--- src/rtl/clnw_pkg.sv ---
// ----------------------------------------------------------------------------
// clnw_pkg
// Types and constants shared by the character LCD nibble writer modules.
// ----------------------------------------------------------------------------
`default_nettype none

package clnw_pkg;

  localparam int COL_W      = 5;
  localparam int STEP_W     = COL_W + 1;
  localparam int SCRIPT_LEN = 16;

  localparam logic [1:0] MODE_INIT = 2'd0;
  localparam logic [1:0] MODE_LINE = 2'd1;
  localparam logic [1:0] MODE_CHAR = 2'd2;
  localparam logic [1:0] MODE_PAD  = 2'd3;

  localparam logic [7:0] PAD_RESET = 8'h10;
  localparam logic [7:0] CMD_DDRAM = 8'h80;

  typedef enum logic [1:0] {
    JK_SCRIPT = 2'd0,
    JK_CMD    = 2'd1,
    JK_DATA   = 2'd2,
    JK_PAD    = 2'd3
  } job_kind_t;

  typedef struct packed {
    job_kind_t        kind;
    logic [7:0]       code;
    logic [COL_W-1:0] cols;
  } job_t;

  // Power-up script: function set 4-bit twice over, display on, clear, entry mode.
  function automatic logic [3:0] init_nibble(input logic [3:0] idx);
    logic [3:0] nib;
    case (idx)
      4'd0, 4'd5:                 nib = 4'h3;
      4'd1, 4'd3, 4'd6, 4'd8:     nib = 4'h2;
      4'd2, 4'd4, 4'd7, 4'd9:     nib = 4'h8;
      4'd11:                      nib = 4'hC;
      4'd13:                      nib = 4'h1;
      4'd15:                      nib = 4'h6;
      default:                    nib = 4'h0;
    endcase
    return nib;
  endfunction

endpackage

`default_nettype wire

--- src/rtl/clnw_queue.sv ---
// ----------------------------------------------------------------------------
// clnw_queue
// Two-entry job queue between the front classifier and the back sequencer.
// ----------------------------------------------------------------------------
`default_nettype none

module clnw_queue (
  input  logic          clk,
  input  logic          rst,
  input  logic          wr_en,
  input  clnw_pkg::job_t wr_job,
  output logic          full,
  input  logic          rd_en,
  output clnw_pkg::job_t rd_job,
  output logic          empty
);
  import clnw_pkg::*;

  job_t       slots [2];
  logic       wr_ptr;
  logic       rd_ptr;
  logic [1:0] count;

  assign full   = (count == 2'd2);
  assign empty  = (count == 2'd0);
  assign rd_job = slots[rd_ptr];

  always_ff @(posedge clk) begin
    if (wr_en) begin
      slots[wr_ptr] <= wr_job;
    end
  end

  always_ff @(posedge clk) begin
    if (rst) begin
      wr_ptr <= 1'b0;
      rd_ptr <= 1'b0;
      count  <= 2'd0;
    end else begin
      if (wr_en) begin
        wr_ptr <= ~wr_ptr;
      end
      if (rd_en) begin
        rd_ptr <= ~rd_ptr;
      end
      case ({wr_en, rd_en})
        2'b10:   count <= count + 2'd1;
        2'b01:   count <= count - 2'd1;
        default: count <= count;
      endcase
    end
  end

endmodule

`default_nettype wire

--- src/rtl/clnw_front.sv ---
// ----------------------------------------------------------------------------
// clnw_front
// Accepts request items, tracks the column and turns each item into a job, but drops a finish on a complete line.
// ----------------------------------------------------------------------------
`default_nettype none

module clnw_front #(
  parameter int LINE_WIDTH       = 16,
  parameter int SECOND_LINE_BASE = 64
) (
  input  logic           clk,
  input  logic           rst,
  input  logic           push,
  output logic           full,
  input  logic [1:0]     mode,
  input  logic           line_select,
  input  logic [7:0]     char_code,
  input  logic           q_full,
  output logic           job_push,
  output clnw_pkg::job_t job
);
  import clnw_pkg::*;

  localparam logic [COL_W-1:0] LW    = COL_W'(LINE_WIDTH);
  localparam logic [6:0]       BASE7 = 7'(SECOND_LINE_BASE % 128);

  logic [COL_W-1:0] column;
  logic [COL_W-1:0] column_next;
  logic             accept;
  logic             line_done;

  assign full      = q_full;
  assign accept    = push && !q_full;
  assign line_done = (column == LW);

  always_comb begin
    job.kind    = JK_PAD;
    job.code    = char_code;
    job.cols    = LW - column;
    job_push    = accept;
    column_next = column;
    case (mode)
      MODE_INIT: begin
        job.kind    = JK_SCRIPT;
        column_next = LW;
      end
      MODE_LINE: begin
        job.kind    = JK_CMD;
        job.code    = line_select ? (CMD_DDRAM | {1'b0, BASE7}) : CMD_DDRAM;
        column_next = '0;
      end
      MODE_CHAR: begin
        job.kind    = JK_DATA;
        column_next = line_done ? LW : column + COL_W'(1);
      end
      default: begin
        // drop a finish on a complete line: it makes no writes
        job_push    = accept && !line_done;
        column_next = LW;
      end
    endcase
  end

  always_ff @(posedge clk) begin
    if (rst) begin
      column <= LW;
    end else if (accept) begin
      column <= column_next;
    end
  end

endmodule

`default_nettype wire

--- src/rtl/clnw_back.sv ---
// ----------------------------------------------------------------------------
// clnw_back
// Carries out queued jobs, one nibble write per cycle into the output register while pop keeps up.
// ----------------------------------------------------------------------------
`default_nettype none

module clnw_back (
  input  logic           clk,
  input  logic           rst,
  input  logic           q_empty,
  input  clnw_pkg::job_t job,
  output logic           q_pop,
  input  logic [7:0]     pad_code,
  output logic           empty,
  input  logic           pop,
  output logic           reg_select,
  output logic [3:0]     nibble,
  output logic           last
);
  import clnw_pkg::*;

  logic [STEP_W-1:0] step;
  logic              out_valid;
  logic              adv;
  logic [7:0]        byte_sel;
  logic [3:0]        byte_nib;
  logic              rs_cur;
  logic [3:0]        nib_cur;
  logic              last_cur;

  assign empty    = !out_valid;
  assign adv      = !q_empty && (!out_valid || pop);
  assign q_pop    = adv && last_cur;
  assign byte_sel = (job.kind == JK_PAD) ? pad_code : job.code;
  assign byte_nib = step[0] ? byte_sel[3:0] : byte_sel[7:4];

  always_comb begin
    rs_cur   = 1'b1;
    nib_cur  = byte_nib;
    last_cur = (step == STEP_W'(1));
    case (job.kind)
      JK_SCRIPT: begin
        rs_cur   = 1'b0;
        nib_cur  = init_nibble(step[3:0]);
        last_cur = (step == STEP_W'(SCRIPT_LEN - 1));
      end
      JK_CMD: begin
        rs_cur = 1'b0;
      end
      JK_DATA: begin
        rs_cur = 1'b1;
      end
      default: begin
        last_cur = step[0] && (step[STEP_W-1:1] == job.cols - COL_W'(1));
      end
    endcase
  end

  always_ff @(posedge clk) begin
    if (adv) begin
      reg_select <= rs_cur;
      nibble     <= nib_cur;
      last       <= last_cur;
    end
  end

  always_ff @(posedge clk) begin
    if (rst) begin
      out_valid <= 1'b0;
      step      <= '0;
    end else if (adv) begin
      out_valid <= 1'b1;
      // advance within the job, restart for the next one
      step      <= last_cur ? '0 : step + STEP_W'(1);
    end else if (pop) begin
      out_valid <= 1'b0;
    end
  end

endmodule

`default_nettype wire

--- src/rtl/char_lcd_nibble_writer_unit.sv ---
// ----------------------------------------------------------------------------
// char_lcd_nibble_writer_unit
// 4-bit bus write sequencer for a two-line character display.
// ----------------------------------------------------------------------------
// Request items enter on push/full: mode, line_select, char_code. An item is
// taken when push is high and full is low. Nibble writes leave on empty/pop:
// reg_select, nibble and last are valid while empty is low and are taken when
// pop is high. last marks the final write of an item.
// Init yields 16 writes, start line and character 2 each, finish line
// 2 * (LINE_WIDTH - column) writes, none on a complete line.
// The first write of an item passes through the job queue and then the output
// register if the back end is idle. The back end sequencer makes one nibble
// write per cycle while pop keeps up; the job in progress holds one slot of
// the two-entry job queue, so the front takes one further item meanwhile.
// The user writes pad_code through cfg_we/cfg_data while the block is idle; the block does not enforce it.
// Reset empties the queue and output register, sets pad_code to 0x10 and marks
// the current line complete. When pop stays low the write on the ports holds,
// the back end stops and full rises once the job queue fills.
// ----------------------------------------------------------------------------
`default_nettype none

module char_lcd_nibble_writer_unit #(
  parameter int LINE_WIDTH       = 16,
  parameter int SECOND_LINE_BASE = 64
) (
  input  logic       clk,
  input  logic       rst,
  input  logic       push,
  output logic       full,
  input  logic [1:0] mode,
  input  logic       line_select,
  input  logic [7:0] char_code,
  output logic       empty,
  input  logic       pop,
  output logic       reg_select,
  output logic [3:0] nibble,
  output logic       last,
  input  logic       cfg_we,
  input  logic [7:0] cfg_data
);
  import clnw_pkg::*;

  logic [7:0] pad_code;
  logic       job_push;
  job_t       front_job;
  logic       q_full;
  logic       q_empty;
  logic       q_pop;
  job_t       head_job;

  always_ff @(posedge clk) begin
    if (rst) begin
      pad_code <= PAD_RESET;
    end else if (cfg_we) begin
      pad_code <= cfg_data;
    end
  end

  clnw_front #(
    .LINE_WIDTH       (LINE_WIDTH),
    .SECOND_LINE_BASE (SECOND_LINE_BASE)
  ) u_front (
    .clk         (clk),
    .rst         (rst),
    .push        (push),
    .full        (full),
    .mode        (mode),
    .line_select (line_select),
    .char_code   (char_code),
    .q_full      (q_full),
    .job_push    (job_push),
    .job         (front_job)
  );

  clnw_queue u_queue (
    .clk    (clk),
    .rst    (rst),
    .wr_en  (job_push),
    .wr_job (front_job),
    .full   (q_full),
    .rd_en  (q_pop),
    .rd_job (head_job),
    .empty  (q_empty)
  );

  clnw_back u_back (
    .clk        (clk),
    .rst        (rst),
    .q_empty    (q_empty),
    .job        (head_job),
    .q_pop      (q_pop),
    .pad_code   (pad_code),
    .empty      (empty),
    .pop        (pop),
    .reg_select (reg_select),
    .nibble     (nibble),
    .last       (last)
  );

endmodule

`default_nettype wire

--- config.mk ---
export PLATFORM = sky130hd
export DESIGN_NAME = char_lcd_nibble_writer_unit
export DESIGN_NICKNAME = d
export VERILOG_FILES = /design/src/rtl/clnw_pkg.sv /design/src/rtl/clnw_queue.sv /design/src/rtl/clnw_front.sv /design/src/rtl/clnw_back.sv /design/src/rtl/char_lcd_nibble_writer_unit.sv
export SDC_FILE = /design/constraint.sdc
export NUM_CORES = 1
export LEC_CHECK = 0
export ABC_AREA = 1
export BUFFER_PORTS_ARGS = -buffer_cell sky130_fd_sc_hd__buf_2
export CAP_MARGIN = 10
export CORE_UTILIZATION = 33
export CTS_CLUSTER_DIAMETER = 120
export DETAILED_ROUTE_END_ITERATION = 16
export HOLD_SLACK_MARGIN = 0.03
export PLACE_DENSITY = 0.47
export SKIP_CTS_REPAIR_TIMING = 1
export SLEW_MARGIN = 20
export SYNTH_ARGS = -nofsm -noshare
export SYNTH_HDL_FRONTEND = slang
export SYNTH_SLANG_ARGS = --single-unit
--- constraint.sdc ---
create_clock -name clk -period 8 [get_ports clk]
set_input_delay 1.6 -clock clk [delete_from_list [all_inputs] [get_ports clk]]
set_output_delay 1.6 -clock clk [all_outputs]
set_load 0.1 [all_outputs]
# Word level (Yosys, flattened, before mapping)
# Memories as Yosys holds them, arrays and structs flattened. A register that Yosys moved wholly into a read port is not among the register bits.
# Cells that the tools add are included.
# Widths: inputs -> output; s select.
[totals] ff_bits=30 ram_bits=30 rom_bits=64 input_bits=24 wordCells=71 n_memories=2
[classes] n_addsub=6 n_eq_ne=12 muxes=21 bitwise_logic=2 reduce_logical=18
[memory_table] name="(name not given)" words=16 word_bits=4 read_ports=1 rd_ports_with_merged_regs=1 wr=0 line="clnw_pkg.sv:37" text="case (idx)"
[memory_table] name="u_queue.slots" words=2 word_bits=15 read_ports=1 rd_ports_with_merged_regs=1 wr=1 line="clnw_queue.sv:19" text="job_t slots [2];"
[op_table] cell="$mux 4" n=4
[op_table] cell="$mux 8" n=2
[op_table] cell="$eq 2x2->1 const B" n=5
[op_table] cell="$pmux 5 s2" n=1
[op_table] cell="$mux 1" n=8
[op_table] cell="$mux 7" n=1
[op_table] cell="$add 6x1->6 const B" n=1
[op_table] cell="$eq 2x1->1 const B" n=3
[op_table] cell="$eq 6x1->1 const B" n=1
[op_table] cell="$eq 6x4->1 const B" n=1
[op_table] cell="$logic_not 2->1" n=3
[op_table] cell="$mux 6" n=1
[op_table] cell="$pmux 2 s3" n=1
[op_table] cell="$add 5x1->5 const B" n=1
[op_table] cell="$eq 5x5->1" n=1
[op_table] cell="$eq 5x5->1 const B" n=1
[op_table] cell="$logic_and 1x1->1" n=5
[op_table] cell="$mux 5" n=1
[op_table] cell="$sub 5x1->5 const B" n=1
[op_table] cell="$sub 5x5->5 const A" n=1
[op_table] cell="$logic_not 1->1" n=4
[op_table] cell="$pmux 2 s2" n=1
[op_table] cell="$reduce_bool 2->1" n=2
[op_table] cell="$reduce_or 2->1" n=2
[op_table] cell="other kinds (6)" n=7

# Depth between registers and ports, before layout
# Gate-level depths: netlist of the first run.
[logic_depth] word_depth=7 ltp_mapped=23

# Cells and area by module
# A second synthesis of the first run with hierarchy kept.
[unflattened] hier_cells=387 hier_area_um2=3515.9
[modules_own_cells] mod="clnw_queue" instances=1 cells_each=80 area_each_um2=1363.8 seq_area_each_um2=1001.0
[modules_own_cells] mod="clnw_back" instances=1 cells_each=172 area_each_um2=1287.5 seq_area_each_um2=400.4
[modules_own_cells] mod="clnw_front" instances=1 cells_each=85 area_each_um2=525.5 seq_area_each_um2=100.1
[modules_own_cells] mod="char_lcd_nibble_writer_unit" instances=1 cells_each=50 area_each_um2=339.1 seq_area_each_um2=160.2

# Least setup slack after synthesis of the first run
# OpenSTA, ideal clock, no wires.
[synth_path] path_kind="register to output" from="register u_queue.count[1]" to="output port full" t_arrival_ns=1.701 required_ns=6.400 slack_ns=4.699 stages_incl_launch_ff=3 path_cell_list="dfxtp_1 -> inv_1 -> nor2_1"
[synth_between] elab_chain_cells=1
[synth_rtl] element="start: declaration" line="clnw_queue.sv:22" text="logic [1:0] count;"
[synth_rtl] element="start signal: assignment" line="clnw_queue.sv:47" text="2'b10: count <= count + 2'd1;"
[synth_rtl] element="start signal: assignment" line="clnw_queue.sv:48" text="2'b01: count <= count - 2'd1;"
[synth_rtl] element="start signal: assignment" line="clnw_queue.sv:49" text="default: count <= count;"
[synth_rtl] element="$eq 2x2->1" line="clnw_queue.sv:24" text="assign full = (count == 2'd2);"
[synth_rtl] element="end: declaration" line="char_lcd_nibble_writer_unit.sv:29" text="output logic full,"
# No other way between the ends.

==> results of run 1 <==
[metrics by stage]
step                instances   util  hold WS [ns]  cell area (sq um)
CTS                       541  0.403         0.474               3800
finish                    541  0.403         0.467               3800
floorplan                 370      -         0.424               3250
global placement          525  0.377         0.457               3550
global route              541  0.403         0.498               3800
detailed placement        525  0.377         0.455               3550
[cell families (layout without fill, tap and decap cells)]
kind of cell	Yosys count	in the layout
and+or+nand+nor	170	170
DFF	65	65
AOI/OAI and AO/OA	59	59
buffers and inverters	56	98
adders and majority gates	16	16
xor gates and xnor gates	4	4
[where the power goes]
group	total [W]	internal, W	switching, W
sequential	0.000399	0.000383	0.0000165
combinational	0.000168	0.0000442	0.000123
clock	0.000347	0.000210	0.000137
[worst register-to-register path, cell delays in order, from the launching register on]
cell and delay, ns:
dfxtp_1 0.71, inv_8 0.14, or2_2 0.30, o21ai_0 0.13
inv_1 0.11, ha_1 0.23, clkinv_1 0.15, nor2_1 0.07
nand2_1 0.06, inv_1 0.03, nand2_1 0.06, nor2_2 0.04
nand3_2 0.09, nand2_2 0.09, o21ai_0 0.19, nand2_1 0.13
ha_1 0.31, inv_1 0.06, nand3_1 0.09, nand3_1 0.09
nand2_1 0.05
[cells in the mapped netlist, types with 2 or more instances]
library cell	n
nand2_2	7
xnor2_1	3
ha_1	16
a31oi_1	5
o21ai_2	2
nor2_2	4
clkbuf_1	5
nor2_1	58
inv_1	44
nor3_1	5
o31ai_1	2
dfxtp_1	29
edfxtp_1	36
o22ai_1	4
a21oi_1	10
nand2_4	5
inv_2	3
nor4_1	3
nand3_1	20
o21ai_0	29
or2_2	3
nand3_2	2
nand2_1	60
[registers in the layout, summed over array words and instances (netlist names), named ones only]
signal,cells
u_queue.rd_ptr,1
u_back.step,6
u_back.out_valid,1
u_queue.count,2
u_queue.wr_ptr,1
u_back.nibble,4
u_front.column,5
pad_code,8
u_back.reg_select,1
u_queue.slots,30
u_back.last,1
[metal layers]
metal,up-vias,GRT usage
li1,1296,-
met1,1110,0.186
met2,37,0.220
met3,11,0.0373
met4,0,0.0569
met5,-,0
[cell usage in the layout (no fill, tap or decap), drive strengths merged, types with 4 or more instances in the layout]
master	synthesis	final
inv	48	50
buf	2	33
o22ai	4	4
o21ai	33	33
nand2	72	72
clkbuf	5	9
ha	16	16
a31oi	5	5
nand3	22	22
nor3	5	5
a21oi	12	12
edfxtp	36	36
nor2	63	63
dfxtp	29	29
[final timing paths]
| kind | cells past startpoint | from | slack [ns] | to |
|---|---|---|---|---|
| max | 20 | flop | 4.77 | flop |
| min | 2 | pad_code[4]$_SDFFE_PP1P_ | 0.47 | pad_code[4]$_SDFFE_PP1P_ |
| max reg2reg | 20 | flop | 4.77 | flop |
| min reg2reg | 2 | pad_code[4]$_SDFFE_PP1P_ | 0.47 | pad_code[4]$_SDFFE_PP1P_ |
[area by class of cell]
class                   count  share of cell area
clock buffers               9              0.0326
flip-flops and latches     65               0.437
repair buffers             33              0.0448
clock inverters             7              0.0329
multi-input cells         249               0.359
well taps                 129              0.0425
inverters                  49              0.0504
==> results_dict.tcl, run 1 <==
set metrics [dict create \
    htreeDepth 3 \
    synth_edf_count 36 \
    worst_pin_slew_ns 0.647 \
    ys.flop_type "edfxtp_1" \
    p_per_area_nw_per_um2 241 \
    die_height_um 101 \
    yosys_warnings 0 \
    grt_pass1_vias 2306 \
    antenna_found_initial 0 \
    nets 447 \
    worstSetupPathType "flop to flop" \
    grt_pass1_wl_um 10900 \
    drt-pass1-iter-count 4 \
    die_area_sq_um 10300 \
    cp-end-kind "flop" \
    drc 0 \
    wl_met2_um 2970 \
    worst_path_max_delay_cell "dfxtp_1" \
    run_status "finished, final reports clean" \
    cts_buffer_depth 2 \
    drive_above_1_share 0.194 \
    dpl.hpwl_um 5020 \
    die_x_um 101 \
    ioPinCount 32 \
    fin_setup_tns_ns 0 \
    avgViaCountPerCell 4.54 \
    synth_compound_area_frac 0.108 \
    rsz0062_at_grt "false" \
    cts_sinks 65 \
    period_minus_slack_ns 3.23 \
    start_kind "flop" \
    avgSynthCellArea_sq_um 8.79 \
    hold_violations 0 \
    initial_core_util 0.346 \
    dr.max_layer_used "met4" \
    via_count 2454 \
    synthCells 370 \
    slew_viol_final 0 \
    drv_cap 0 \
    min_period_over_period 0.404 \
    place_congestion 0.734 \
    cts_buffers 9 \
    worstPathCellList "inv_8 -> or2_2 -> o21ai_0 -> inv_1 -> ha_1 -> clkinv_1 -> nor2_1 -> nand2_1 -> inv_1 -> nand2_1 -> nor2_2 -> nand3_2 -> nand2_2 -> o21ai_0 -> nand2_1 -> ha_1 -> inv_1 -> nand3_1 -> nand3_1 -> nand2_1" \
    drt_wl_total_um 6610 \
    maxClockFrequency_mhz 310 \
    wl_met3_um 185 \
    fill_cells 948 \
    synthTopCellsByArea "edfxtp_1, dfxtp_1, nand2_1" \
    critical-path-max-stage-delay_ns 0.71 \
    async_reset_ff_frac 0 \
    synth-simple-area-share 0.239 \
    path_buf_inv 5 \
    root_buffer "clkbuf_8" \
    clk_latency_ns 0.35 \
    min_path_type "flop to flop" \
    setup_viol 0 \
    crit_family "simple AND/OR/NAND/NOR gates" \
    drt-initial-drc-count 37 \
    grt_overflow_total 0 \
    grt_max_degree 18 \
    synth-xor-area-share 0.0108 \
    post-place-ws_ns 4.46 \
    synthDistinctLibCells 38 \
    synth_top_family_by_area "simple AND/OR/NAND/NOR gates" \
    diodes 0 \
    synth_nets 410 \
    ys_seq_elements 65 \
    cp_max_fo 17 \
    multi_input_area_sq_um 1370 \
    wl_met1_um 3350 \
    setup_ws_ns 4.77 \
    clkTransAtPathRegs_ns 0.07 \
    cts_tree "yes" \
    routedWlPerCell_um 12.2 \
    irDropWorstVdd_uv 117 \
    synth_fa_ha_area_frac 0.0615 \
    area_growth_pct 16.8 \
    p_leak_nw 1.64 \
    grt_usage 0.141 \
    skew_ns 0.00969 \
    synth_top_area_cell "edfxtp_1" \
    ant_nets 0 \
    fin_total_pwr_w 0.000914 \
    relSlewSlack 0.566 \
    synth_area_sq_um 3250 \
    arrival_ns 3.47 \
    regArea_sq_um 1660 \
    ys_seq_area_frac 0.511 \
    synth_top_area_frac 0.332 \
    port_buffers 31 \
    rows 35 \
    required_ns 8.24 \
    synthMuxAreaShare 0 \
    cp_common_cell "nand2_1" \
    core_sq_um 9420 \
]
Power figures use the tool's default switching activity.
==> run 2: changes to the inputs <==
--- a/config.mk
+++ b/config.mk
@@ -5,7 +5,7 @@
 export SDC_FILE = /design/constraint.sdc
 export NUM_CORES = 1
 export LEC_CHECK = 0
-export ABC_AREA = 1
+export ABC_AREA = 0
 export BUFFER_PORTS_ARGS = -buffer_cell sky130_fd_sc_hd__buf_2
 export CAP_MARGIN = 10
 export CORE_UTILIZATION = 33
==> constraint.sdc (replaced) <==
create_clock -name clk -period 3.1 [get_ports clk]
set_input_delay 0.62 -clock clk [delete_from_list [all_inputs] [get_ports clk]]
set_output_delay 0.62 -clock clk [all_outputs]
set_load 0.1 [all_outputs]
==> run 2 against run 1 <==
Compared with the run above: global-route usage down 1.1 points; final area increased by 2.2%; non-clock buffer count rose by 10; largest cell class unchanged.
==> results_dict.tcl, run 2 <==
set metrics [dict create \
    run_status "finished, final reports clean" \
    grt_pass1_wl_um 10000 \
    cp-end-kind "flop" \
    clkTransAtPathRegs_ns 0.08 \
    start_kind "flop" \
    avgViaCountPerCell 4.78 \
    reg2reg_depth 10 \
    largest_reg_flops 30 \
    skew_ns 0.00995 \
    ys_seq_elements 65 \
    relSlewSlack 0.580 \
    routedWlPerCell_um 13.4 \
    cp_common_cell "ha_1" \
    synth_top_area_frac 0.329 \
    yosys_warnings 0 \
    rows 36 \
    dp.cells 455 \
    cts_tree "yes" \
    fin_setup_tns_ns 0 \
    final_cells 471 \
    setup_ws_ns 0.256 \
    yosysMostFrequentCell "edfxtp_1" \
    ys_seq_area_frac 0.506 \
    layout_commonest_cell "edfxtp_1" \
    grt_pass1_vias 2018 \
    ys.flop_type "edfxtp_1" \
    rsz0062_at_grt "false" \
    maxClockFrequency_mhz 352 \
    die_height_um 102 \
    nets 373 \
    ioPinCount 32 \
    area_growth_pct 18.2 \
    ant_nets 0 \
    synthDistinctLibCells 50 \
    worstPathCellList "mux2i_1 -> ha_1 -> nor4b_1 -> o2111ai_1 -> o21ai_1 -> nor4b_4 -> nor2_1 -> ha_1 -> or3_1 -> a21oi_1" \
    grt_overflow_total 0 \
    hold_violations 0 \
    drt_wl_total_um 6330 \
    synthTopCellsByArea "edfxtp_1, dfxtp_1, mux2i_1" \
    layout_common_cells "edfxtp_1, nor2_1, buf_2" \
    synthCells 291 \
    drc 0 \
    grt_max_degree 21 \
    htreeDepth 3 \
    hold_end "pad_code[4]$_SDFFE_PP1P_" \
    clk_latency_ns 0.34 \
    worstSetupPathType "flop to flop" \
    async_reset_ff_frac 0 \
    required_ns 3.37 \
    worst-r2r-setup-slack_ns 0.26 \
    slew_viol_final 0 \
    cts_buffers 9 \
    irDropWorstVdd_uv 243 \
    port_buffers 31 \
    path_buf_inv 0 \
    synth_edf_count 36 \
    initial_core_util 0.338 \
    drt-pass1-iter-count 5 \
    core_sq_um 9730 \
    period_minus_slack_ns 2.84 \
    cts_buffer_depth 2 \
    p_per_area_nw_per_um2 595 \
    worst_path_max_delay_cell "dfxtp_2" \
    registers.top_by_ff_count "u_queue.slots" \
    post-place-ws_ns 0.178 \
    drt-initial-drc-count 67 \
    drive_above_1_share 0.228 \
    via_count 2251 \
    place_congestion 0.817 \
    synth_top_area_cell "edfxtp_1" \
    drv_cap 0 \
    critical-path-max-stage-delay_ns 0.41 \
    synth_area_sq_um 3290 \
    arrival_ns 3.12 \
    p_leak_nw 1.50 \
    root_buffer "clkbuf_8" \
    biggestRegsByFlops "u_queue.slots: 30 flops, pad_code: 8 flops, u_back.step: 6 flops" \
    grt_usage 0.130 \
    diodes 0 \
    min_path_type "flop to flop" \
    avgSynthCellArea_sq_um 11.3 \
    min_period_over_period 0.917 \
    crit_family "simple AND/OR/NAND/NOR gates" \
    worst_pin_slew_ns 0.625 \
    holdPathStages 2 \
    die_area_sq_um 10400 \
    setup_viol 0 \
    cts_sinks 65 \
    die_x_um 102 \
    hp-start "pad_code[4]$_SDFFE_PP1P_" \
    synth_nets 331 \
    fill_cells 984 \
    dpl.hpwl_um 4740 \
    cp_max_fo 4 \
    synth_commonest_cells "edfxtp_1, nor2_1, dfxtp_1" \
    timing.rr.end "u_queue.count[1]$_SDFFE_PP0P_" \
    antenna_found_initial 0 \
]
-- run 2: final cells by class --
type                            count  area, sq um  area share
Inverter                           14         52.6      0.0135
Multi-Input combinational cell    200         1520       0.391
Timing Repair Buffer               43          258      0.0664
Clock inverter                      7          103      0.0264
Clock buffer                        9          124      0.0319
Sequential cell                    65         1660       0.428
Tap cell                          133          166      0.0429
-- run 2: how the worst max path moves through the flow --
stage	to	cells after the start	start	slack [ns]
finish	u_queue.count[1]$_SDFFE_PP0P_	10	flop	0.26
floorplan	u_queue.count[1]$_SDFFE_PP0P_	12	flop	0.24
global route	flop	12	flop	0.02
detailed placement	u_queue.count[1]$_SDFFE_PP0P_	10	flop	0.18
CTS	u_queue.count[1]$_SDFFE_PP0P_	10	flop	0.15
global placement	flop	12	flop	0.24
-- run 2: per-layer routing --
layer / track usage / up-vias / share of wire
met4: 0.0446 / 0 / 0.013
met5: 0 / - / 0
met1: 0.177 / 1061 / 0.52
met3: 0.0421 / 11 / 0.032
li1: - / 1138 / -
met2: 0.192 / 41 / 0.44
-- run 2: cell families (layout without fill, tap and decap cells) --
kind of cell | count (synthesis) | in the layout | share of synthesized area
adders and majority gates | 16 | 16 | 0.0609
AOI/OAI and AO/OA | 46 | 46 | 0.0891
xor gates and xnor gates | 17 | 17 | 0.0453
buffers and inverters | 26 | 73 | 0.0350
muxes | 28 | 28 | 0.109
DFF | 65 | 65 | 0.506
and+or+nand+nor | 93 | 93 | 0.155
-- run 2: per-stage QoR --
stage,cell area (sq um),utilization,total power [W],hold slack (ns)
finish,3880,0.399,0.00231,0.486
global route,3880,0.399,0.00242,0.512
CTS,3880,0.398,0.00234,0.487
detailed placement,3650,0.375,0.00153,0.464
global placement,3650,0.375,0.00153,0.462
floorplan,3290,-,0.00140,0.441
-- run 2: tightest hold or removal path, stage by stage, from the launching register on --
cell,delay [ns]
dfxtp_1,0.33
mux2i_1,0.07
nand2_1,0.06
-- run 2: power by group --
group	internal (W)	switching, W	total [W]
Combinational	0.000166	0.000312	0.000478
Sequential	0.000994	0.0000350	0.00103
Clock	0.000459	0.000346	0.000805
==> run 3: changes to the inputs <==
==> constraint.sdc (replaced) <==
create_clock -name clk -period 3.64 [get_ports clk]
set_input_delay 0.728 -clock clk [delete_from_list [all_inputs] [get_ports clk]]
set_output_delay 0.728 -clock clk [all_outputs]
set_load 0.1 [all_outputs]
==> run 3 against run 2 <==
Compared with the run above: utilization fell by 1.4 points; wire length decreased by 2.2%; register-to-register slack improved by 0.19 ns; largest cell class unchanged; final cell count decreased by 1.7%; clock skew decreased by 0.0028 ns; count of clock-buffer cells in the layout is the same; die area unchanged.
==> results_dict.tcl, run 3 (synthesis gave the netlist of run 2 again) <==
set metrics [dict create \
    cts_buffer_depth 2 \
    grt_overflow_total 0 \
    clkTransAtPathRegs_ns 0.08 \
    ant_nets 0 \
    power.clock.fraction 0.297 \
    die_area_sq_um 10400 \
    place_area_sq_um 3570 \
    cellInternalPower_w 0.00122 \
    drive_above_1_share 0.200 \
    biggestRegsByFlops "u_queue.slots: 30 flops, pad_code: 8 flops, u_back.step: 6 flops" \
    cp-end-kind "flop" \
    run_status "finished, final reports clean" \
    rsz0062_at_grt "false" \
    start_kind "flop" \
    regArea_sq_um 1660 \
    diodes 0 \
    avgViaCountPerCell 4.75 \
    drt-initial-drc-count 79 \
    multi_input_area_sq_um 1510 \
    cts_sinks 65 \
    swShare 0.321 \
    maxClockFrequency_mhz 313 \
    holdPathStages 2 \
    registers.top_by_ff_count "u_queue.slots" \
    grt_max_degree 21 \
    irDropWorstVdd_uv 256 \
    hp-start "pad_code[4]$_SDFFE_PP1P_" \
    fin_setup_tns_ns 0 \
    drc 0 \
    die_x_um 102 \
    grt_pass1_vias 2067 \
    root_buffer "clkbuf_8" \
    cts_tree "yes" \
    pwr-share-comb 0.206 \
    htreeDepth 3 \
    layout_commonest_cell "edfxtp_1" \
    p_per_area_nw_per_um2 478 \
    min_period_over_period 0.878 \
    required_ns 3.90 \
    core_sq_um 9730 \
    grt_pass1_wl_um 10300 \
    reg2reg_depth 10 \
    slew_viol_final 0 \
    hold_end "pad_code[4]$_SDFFE_PP1P_" \
    worst_pin_slew_ns 0.686 \
    place_congestion 0.805 \
    setup_viol 0 \
    via_count 2199 \
    drt_wl_total_um 6200 \
    hold_violations 0 \
    dpl.hpwl_um 4560 \
    drv_cap 0 \
    initial_core_util 0.338 \
    skew_ns 0.00719 \
    rows 36 \
    fill_cells 1003 \
    relSlewSlack 0.542 \
    largest_reg_flops 30 \
    ioPinCount 32 \
    timing.rr.end "u_queue.count[1]$_SDFFE_PP0P_" \
    arrival_ns 3.46 \
    area_growth_pct 14.0 \
    port_buffers 31 \
    nets 365 \
    clk_latency_ns 0.33 \
    p_leak_nw 1.42 \
    period_minus_slack_ns 3.20 \
    worstSetupPathType "flop to flop" \
    layout_common_cells "edfxtp_1, nor2_1, buf_2" \
    drt-pass1-iter-count 4 \
    routedWlPerCell_um 13.4 \
    cp_max_fo 7 \
    seqPwrFrac 0.498 \
    worst-r2r-setup-slack_ns 0.44 \
    finalHoldWorstSlack_ns 0.490 \
    grt_usage 0.132 \
    cts_buffers 9 \
    power_switching_w 0.000574 \
    min_path_type "flop to flop" \
    fin_area_sq_um 3750 \
    die_height_um 102 \
    antenna_found_initial 0 \
]
run 3: cell types whose count changed in the layout (fill, tap and decap cells not counted):
| cell | before | now |
|---|---|---|
| buf_4 | 11 | 4 |
| bufinv_16 | 2 | 0 |
| clkinv_2 | 0 | 2 |
| clkinv_4 | 3 | 1 |
| buf_12 | 1 | 0 |
| clkinv_1 | 0 | 1 |
| clkinvlp_4 | 1 | 2 |
| nor2b_1 | 10 | 11 |
| nor2b_2 | 1 | 0 |
| nor3_1 | 3 | 4 |
| nor3_2 | 1 | 0 |
run 3: how the worst max path moves through the flow:
stage / start / endpoint / cells past startpoint
2_1_floorplan: u_queue.count[1]$_SDFFE_PP0P_ / u_queue.count[1]$_SDFFE_PP0P_ / 7
3_3_place_gp: flop / u_queue.count[1]$_SDFFE_PP0P_ / 10
3_5_place_dp: flop / u_queue.count[1]$_SDFFE_PP0P_ / 10
4_1_cts: flop / u_queue.count[1]$_SDFFE_PP0P_ / 10
5_1_grt: flop / u_queue.count[1]$_SDFFE_PP0P_ / 10
6_report: flop / u_queue.count[1]$_SDFFE_PP0P_ / 10
run 3: metrics by stage:
| stage | utilization | setup WS [ns] | instances | power, W |
|---|---|---|---|---|
| final | 0.385 | 0.444 | 463 | 0.00179 |
| after global routing | 0.385 | 0.128 | 463 | 0.00189 |
| after CTS | 0.385 | 0.309 | 463 | 0.00181 |
| after detailed placement | 0.367 | 0.337 | 447 | 0.00128 |
| after global placement | 0.367 | 0.329 | 447 | 0.00128 |
| after floorplan | - | 0.489 | 291 | 0.00119 |
run 3: layout make-up:
class | instances | area share
timing repair buffer | 35 | 0.0494
tap | 133 | 0.0444
multi-input combinational | 200 | 0.403
inverter | 14 | 0.0140
clock buffer | 9 | 0.0331
clock inverter | 7 | 0.0124
sequential | 65 | 0.444
run 3: power groups by stage:
stage	clock [W]	sequential (W)	combinational, W
final	0.000531	0.000891	0.000368
after global routing	0.000583	0.000901	0.000406
after CTS	0.000550	0.000892	0.000372
after detailed placement	0	0.000909	0.000371
after global placement	0	0.000909	0.000370
after floorplan	0	0.000969	0.000224
run 3: routing by layer:
metal / vias up / part of all wire / GRT usage
met5: - / 0 / 0
met4: 0 / 0.014 / 0.0535
met3: 8 / 0.042 / 0.0352
met2: 47 / 0.43 / 0.194
met1: 1028 / 0.51 / 0.185
li1: 1116 / - / -
run 3: critical path, cell delays in order, from the launching register on:
cell       delay [ns]
dfxtp_2          0.47
mux2i_1          0.39
ha_1             0.32
nor4b_1          0.15
o2111ai_1        0.30
o21ai_1          0.16
nor4b_4          0.42
nor2_1           0.09
ha_1             0.32
or3_1            0.37
a21oi_1          0.13
